--- src/rtl/brb_pkg.sv ---
`default_nettype none
// ----------------------------------------------------------------------------
// brb_pkg
// Shared sizes, command codes and interface structs of the byte ring buffer.
// ----------------------------------------------------------------------------
package brb_pkg;

    localparam int DEPTH  = 1024;                 // store slots
    localparam int AW     = $clog2(DEPTH);        // store address width
    localparam int CW     = $clog2(DEPTH + 1);    // count width (holds DEPTH)
    localparam int CFG_W  = 11;                   // capacity register width
    localparam int DW     = 8;                    // byte width
    localparam int WW     = (CW > CFG_W) ? CW : CFG_W;

    typedef enum logic [1:0] {
        CMD_WRITE   = 2'd0,
        CMD_READ    = 2'd1,
        CMD_PUTBACK = 2'd2,
        CMD_STATUS  = 2'd3
    } t_cmd;

    // store access issued by the controller
    typedef struct packed {
        logic          we;
        logic [AW-1:0] addr;
        logic [DW-1:0] wdata;
    } t_mem_req;

    // registered result, data byte joined later from the store output
    typedef struct packed {
        logic             valid;
        logic             rd_ok;
        logic             error;
        logic [CFG_W-1:0] fill;
        logic [CFG_W-1:0] free;
        logic             empty;
    } t_rsp;

endpackage : brb_pkg
`default_nettype wire

--- src/rtl/brb_ctrl.sv ---
`default_nettype none
// ----------------------------------------------------------------------------
// brb_ctrl
// Head and fill count of the ring, capacity register, store access and
// registered status of each item.
// ----------------------------------------------------------------------------
module brb_ctrl (
    input  wire logic                      i_clk,
    input  wire logic                      i_rst_n,
    input  wire logic                      i_accept,
    input  wire logic [1:0]                i_command,
    input  wire logic [brb_pkg::DW-1:0]    i_data_in,
    input  wire logic                      i_cfg_we,
    input  wire logic [brb_pkg::CFG_W-1:0] i_cfg_wdata,
    output brb_pkg::t_mem_req              o_req,
    output brb_pkg::t_rsp                  o_rsp
);

    logic [brb_pkg::CW-1:0] r_cap, n_cap;     // effective capacity, 1..DEPTH
    logic [brb_pkg::AW-1:0] r_head, n_head;
    logic [brb_pkg::CW-1:0] r_held, n_held;
    brb_pkg::t_rsp          r_rsp, n_rsp;

    logic                   full;
    logic                   err;
    logic                   rd_ok;
    logic [brb_pkg::CW:0]   tail_sum;
    logic [brb_pkg::CW:0]   tail_wrap;
    logic [brb_pkg::CW-1:0] head_inc;
    logic [brb_pkg::WW-1:0] cfg_ext;
    brb_pkg::t_cmd          cmd;

    assign cmd  = brb_pkg::t_cmd'(i_command);
    assign full = (r_held >= r_cap);

    // capacity clamp: zero acts as one, above DEPTH acts as DEPTH
    assign cfg_ext = brb_pkg::WW'(i_cfg_wdata);
    always_comb begin
        if (cfg_ext == '0) begin
            n_cap = brb_pkg::CW'(1);
        end else if (cfg_ext > brb_pkg::WW'(brb_pkg::DEPTH)) begin
            n_cap = brb_pkg::CW'(brb_pkg::DEPTH);
        end else begin
            n_cap = cfg_ext[brb_pkg::CW-1:0];
        end
    end

    // tail position, head + held stays below twice the capacity
    assign tail_sum  = {1'b0, brb_pkg::CW'(r_head)} + {1'b0, r_held};
    assign tail_wrap = (tail_sum >= {1'b0, r_cap}) ? (tail_sum - {1'b0, r_cap}) : tail_sum;
    assign head_inc  = brb_pkg::CW'(r_head) + brb_pkg::CW'(1);

    always_comb begin
        n_head      = r_head;
        n_held      = r_held;
        err         = 1'b0;
        rd_ok       = 1'b0;
        o_req.we    = 1'b0;
        o_req.addr  = r_head;
        o_req.wdata = i_data_in;
        case (cmd)
            brb_pkg::CMD_WRITE: begin
                o_req.addr = tail_wrap[brb_pkg::AW-1:0];
                if (full) begin
                    err = 1'b1;
                end else begin
                    o_req.we = i_accept;
                    n_held   = r_held + brb_pkg::CW'(1);
                end
            end
            brb_pkg::CMD_READ: begin
                if (r_held == '0) begin
                    err = 1'b1;
                end else begin
                    rd_ok  = 1'b1;
                    n_head = (head_inc == r_cap) ? '0 : head_inc[brb_pkg::AW-1:0];
                    n_held = r_held - brb_pkg::CW'(1);
                end
            end
            brb_pkg::CMD_PUTBACK: begin
                if (full) begin
                    err = 1'b1;
                end else begin
                    n_head     = (r_head == '0) ? brb_pkg::AW'(r_cap - brb_pkg::CW'(1))
                                                : r_head - brb_pkg::AW'(1);
                    o_req.addr = n_head;
                    o_req.we   = i_accept;
                    n_held     = r_held + brb_pkg::CW'(1);
                end
            end
            default: begin
            end
        endcase
    end

    always_comb begin
        n_rsp.valid = i_accept;
        n_rsp.rd_ok = rd_ok;
        n_rsp.error = err;
        n_rsp.fill  = brb_pkg::CFG_W'(n_held);
        n_rsp.free  = brb_pkg::CFG_W'(r_cap - n_held);
        n_rsp.empty = (n_held == '0);
    end

    // status fields need no reset, only the strobe does
    always_ff @(posedge i_clk) begin
        r_rsp.rd_ok <= n_rsp.rd_ok;
        r_rsp.error <= n_rsp.error;
        r_rsp.fill  <= n_rsp.fill;
        r_rsp.free  <= n_rsp.free;
        r_rsp.empty <= n_rsp.empty;
        if (!i_rst_n) begin
            r_cap       <= brb_pkg::CW'(brb_pkg::DEPTH);
            r_head      <= '0;
            r_held      <= '0;
            r_rsp.valid <= 1'b0;
        end else begin
            r_rsp.valid <= n_rsp.valid;
            if (i_cfg_we) begin
                r_cap  <= n_cap;
                r_head <= '0;
                r_held <= '0;
            end else if (i_accept) begin
                r_head <= n_head;
                r_held <= n_held;
            end
        end
    end

    assign o_rsp = r_rsp;

endmodule : brb_ctrl
`default_nettype wire

--- config.mk ---
export PLATFORM = sky130hd
export DESIGN_NAME = brb_ctrl
export DESIGN_NICKNAME = d
export VERILOG_FILES = /design/src/rtl/brb_pkg.sv /design/src/rtl/brb_ctrl.sv
export SDC_FILE = /design/constraint.sdc
export NUM_CORES = 1
export LEC_CHECK = 0
export BUFFER_PORTS_ARGS = -buffer_cell sky130_fd_sc_hd__buf_4
export CORE_ASPECT_RATIO = 1.5
export CORE_MARGIN = 4
export CORE_UTILIZATION = 64
export CTS_CLUSTER_DIAMETER = 100
export DETAILED_ROUTE_END_ITERATION = 16
export PLACE_DENSITY = 0.94
export SETUP_SLACK_MARGIN = 0.1
export SLEW_MARGIN = 20
export SYNTH_ARGS = -nofsm -noshare
export SYNTH_HDL_FRONTEND = slang
export SYNTH_SLANG_ARGS = --single-unit
--- constraint.sdc ---
create_clock -name i_clk -period 10.5 [get_ports i_clk]
set_input_delay 0.525 -clock i_clk [delete_from_list [all_inputs] [get_ports i_clk]]
set_output_delay 0.525 -clock i_clk [all_outputs]
set_load 0.03 [all_outputs]
==> results <==
- For this design the ratio of total power to cell area is 153.8 nW/um^2.
- For flop-to-flop paths, the worst setup slack is around 5.8 ns.
- Once the floorplan was initialized, standard cells occupied between 60% and 70% of the core.
- The count of synthesis-stage warnings from yosys is 0.
- For the worst flop-to-flop path, the logic depth is 17.
- The cell sitting at the root of the clock tree is a clkbuf_16.
- The number of distinct library cell variants in the gate-level netlist after synthesis is between 70 and 80.
- Across all setup checks in the final design, the least slack found is 5.225 ns.
- At the worst endpoint, the required time is 9.98 ns.
- The number of instances on the worst hold path is 3.
- The count of nets left with antenna violations after detail routing is 0.
- Sequential cells were found to cover ~22% of the synthesized design area.
- The floorplan row count is 40.
- After synthesis, the share of flip-flops with an asynchronous set or reset is 0%.
- Along the worst path, the maximum fanout reaches 17.
- The run finished with clean final reports.
- Setup violations remaining at the end of the flow were counted as 0.
- The initial antenna violation count is 0.
- The critical path is of the reg2out type.
- The smallest hold slack is roughly 0.4 ns.
- The worst slack at placement is ~5.6 ns.
- After clock tree synthesis, the setup repair step added 0 buffers.
- The total area of multi-input combinational cells is around 3700 sq um.
- Setup repair after global routing left no endpoint under its margin.
- The number of global-route vias before repair was around 5,300.
- CTS saw between 50 and 60 sinks.
- Once layout is complete, the utilization of the core stands at around three quarters.
- The share of synthesized area spent on multiplexers is under 10%.
- The deepest clock path buffer count is 2.
- The clock period could shrink to about 5.3 ns.
- The largest voltage drop on the vdd net is between 0.00015 and 0.0002 V.
- For this run, the detailed router's first-pass iteration total came to 6.
- The xor-xnor portion of the synthesized cell area is 8.898%.
- In this run, placement finished with an instance count of between 700 and 800.
- Cell internal power was estimated by the tool at 0.5953 mW.
- The die covers 9857 sq um.
- The number of gates resized after CTS is 0.
- The synthesized area is 5315 sq um.
- The transition time at the pin with the least slew margin is between 0.9 and 1 ns.
- The tightest min-delay check is of the in2reg type.
- Of the total power, registers draw between 20 and 30%.
- The floorplan step defined a core boundary enclosing 8058 sq um.
- The synthesized netlist devotes around 23% of its cell area to simple gates.
- The HPWL after detailed placement is ~12 mm.
- The total overflow left after global routing is 0.
- In this run switching power makes up 34.62% of total power.
- The H-tree was split into 3 levels.
- The final layout contains 779 nets.
- The maximum number of pins on one net before global-route repair is 29.
- For this design the top-level I/O count stands at 70.
- The area fraction in compound gates after synthesis is 21.49%.
- Following the worst setup path forward leads to its endpoint at o_req[9].
- The highest clock frequency the design can meet is 0.1896 GHz.
- The first global-routing pass estimated 27.04 mm of wire.
- The clock slew at the register clock pins of the worst setup and hold paths is approximately 0.060 ns.
- Summed over all cells, the static leakage comes to 2.583 nW.
- By area, the combinational part of the netlist is dominated by simple AND/OR/NAND/NOR gates.
- The tool flagged a number of max-cap violations equal to 0.
- The post-synth net total is 752.
- The placer congestion estimate is between 1 and 1.5.
- After detailed routing, the number of vias per cell comes to about 6.6.
- The count of pins over their slew limit came to 0.
- The clock tree skew after final layout is about 0.0056 ns.
- The category of the worst setup path launch point is a register.
- The initial DRC count is between 500 and 600.
- Of the total power, the clock network draws between 30% and 40%.
- The total routed wirelength is 16.90 mm.
- The average instance area after synthesis is approximately 8 sq um.
- The proportion of power drawn by combinational gates is 32.6%.
- For the worst-skew pair, the clock arrives at the later sink with an insertion delay of 0.34 ns.
- The die outline height is about 120 um.
- The total of fill cells in the finished design is 619.
- After routing the design area is 5919 sq um.
- The number of remaining DRC errors is 0.
- The most frequently used flop master after synthesis is dfxtp_1.
- The post-layout total power is ~0.9 mW.
- Cells with a size suffix above 1 make up around an eighth of the layout.
- The endpoint kind of the worst setup timing path is a primary output.
- Headroom to the max-slew limit came out at roughly 40%.
- The endpoint identified for the worst register-to-register timing path is o_rsp[10].
- The number of buffers created by CTS is 9.
- Counting flops with a built-in enable in the synthesized netlist gives 0.
- The post-synthesis to final-layout area growth is 11.37%.
- Dividing the final minimum period by the clock period gives ~50%.
- The average routed wire per standard cell is slightly above 20 um.
- The horizontal die dimension is between 80 and 90 um.
- The all-layer global routing usage is 35.57%.
- The finished layout holds slightly above 800 standard cells, fillers aside.
- In the final layout, flip-flops and latches occupy ~1200 sq um.
- Input and output buffers added on the ports amount to 53.
- The synthesized netlist devotes between 10% and 20% of its cell area to adder and majority cells.
- The synthesized instance count is around 680.
- The placed instances occupy a cell area of approximately 5600 sq um.
- The number of hold violations in the final report is 0.
- 0 antenna diodes ended up in the layout.
- The arrival time at the worst endpoint is between 4 and 5 ns.
- The total vias in the final route is 5,400.
- The startpoint of the worst setup timing path is r_head[3].
- The flip-flop and latch count after synthesis is 58.
- In this run, post-CTS hold repair placed 0 buffers.
- The switching power of the nets is approximately 0.32 mW.
- The clock tree from TritonCTS is built.
- Summed over all failing endpoints, the final setup total negative slack is 0 ns.
- The worst register-to-register path begins at r_cap[1].
==> cells by family (layout without fill, tap and decap cells) <==
| family | after synthesis | after routing |
|---|---|---|
| compound gates | 173 | 173 |
| flops | 58 | 58 |
| mux | 20 | 20 |
| xor+xnor | 54 | 54 |
| fa+ha+maj | 51 | 51 |
| buf+inv | 84 | 116 |
| simple gates | 236 | 236 |
==> power by group through the flow <==
stage	clock [mW]	combinational [mW]	sequential [mW]
2_1_floorplan	0	0.172	0.300
3_5_place_dp	0	0.289	0.264
3_3_place_gp	0	0.282	0.263
5_1_grt	0.363	0.316	0.263
4_1_cts	0.352	0.293	0.260
6_report	0.352	0.297	0.261
==> Yosys cell counts, drive strengths merged, types with 15 or more instances <==
library cell,number,area (sq um)
dfxtp,58,1161
mux2i,19,190.2
nand2,62,232.7
nand3,17,85.08
buf,16,113.9
xnor2,33,289.0
nor2,61,229.0
ha,48,600.6
o21ai,41,205.2
clkbuf,24,180.2
xor2,21,183.9
nor3,15,75.07
inv,42,157.7
a21oi,46,230.2
==> area by class of cell <==
| class | count | share of cell area [%] |
|---|---|---|
| inverter | 42 | 2.663 |
| tap | 105 | 2.219 |
| timing repair buffer | 58 | 7.356 |
| clock buffer | 9 | 3.805 |
| sequential | 58 | 19.62 |
| multi-input combinational | 534 | 62.23 |
| clock inverter | 7 | 2.114 |
==> worst min-delay path by stage <==
stage,startpoint,end
4_1_cts,i_cfg_wdata[1],r_cap[1]
3_5_place_dp,r_cap[10],r_cap[10]
6_report,i_cfg_wdata[1],r_cap[1]
5_1_grt,i_cfg_wdata[6],r_cap[6]
2_1_floorplan,r_cap[10],r_cap[10]
3_3_place_gp,r_cap[10],r_cap[10]
==> per-layer routing <==
metal	global-route usage, %	up-vias	wire length [um]
li1	-	2479	-
met1	42.24	2522	6306
met2	57.38	318	8289
met3	6.532	81	1255
met4	22.14	0	1049
met5	0	-	0
==> worst max-delay path, stage by stage (launching register included) <==
cell	delay [ns]
dfxtp_1	0.76
ha_1	0.39
nor2b_1	0.16
o21a_1	0.17
o21ai_0	0.19
nor2b_1	0.19
xnor2_1	0.16
ha_1	0.31
and4_1	0.23
and2_1	0.15
a221o_1	0.32
a21oi_1	0.16
o211a_1	0.47
mux2_2	0.39
o21ai_0	0.17
buf_4	0.19
==> state kept, by name (all words and copies together), names as in the netlist <==
signal	flops
o_rsp	26
r_cap	11
r_held	11
r_head	10
==> placed cells by master (no fill, tap or decap), types with 21 or more instances in the layout <==
cell type and n:
nor2_1 61, a21oi_1 46, dfxtp_1 58, nand2_1 62
xnor2_1 33, o21ai_0 40, ha_1 48, buf_4 58
inv_1 42, xor2_1 21
Power figures use the tool's default switching activity.
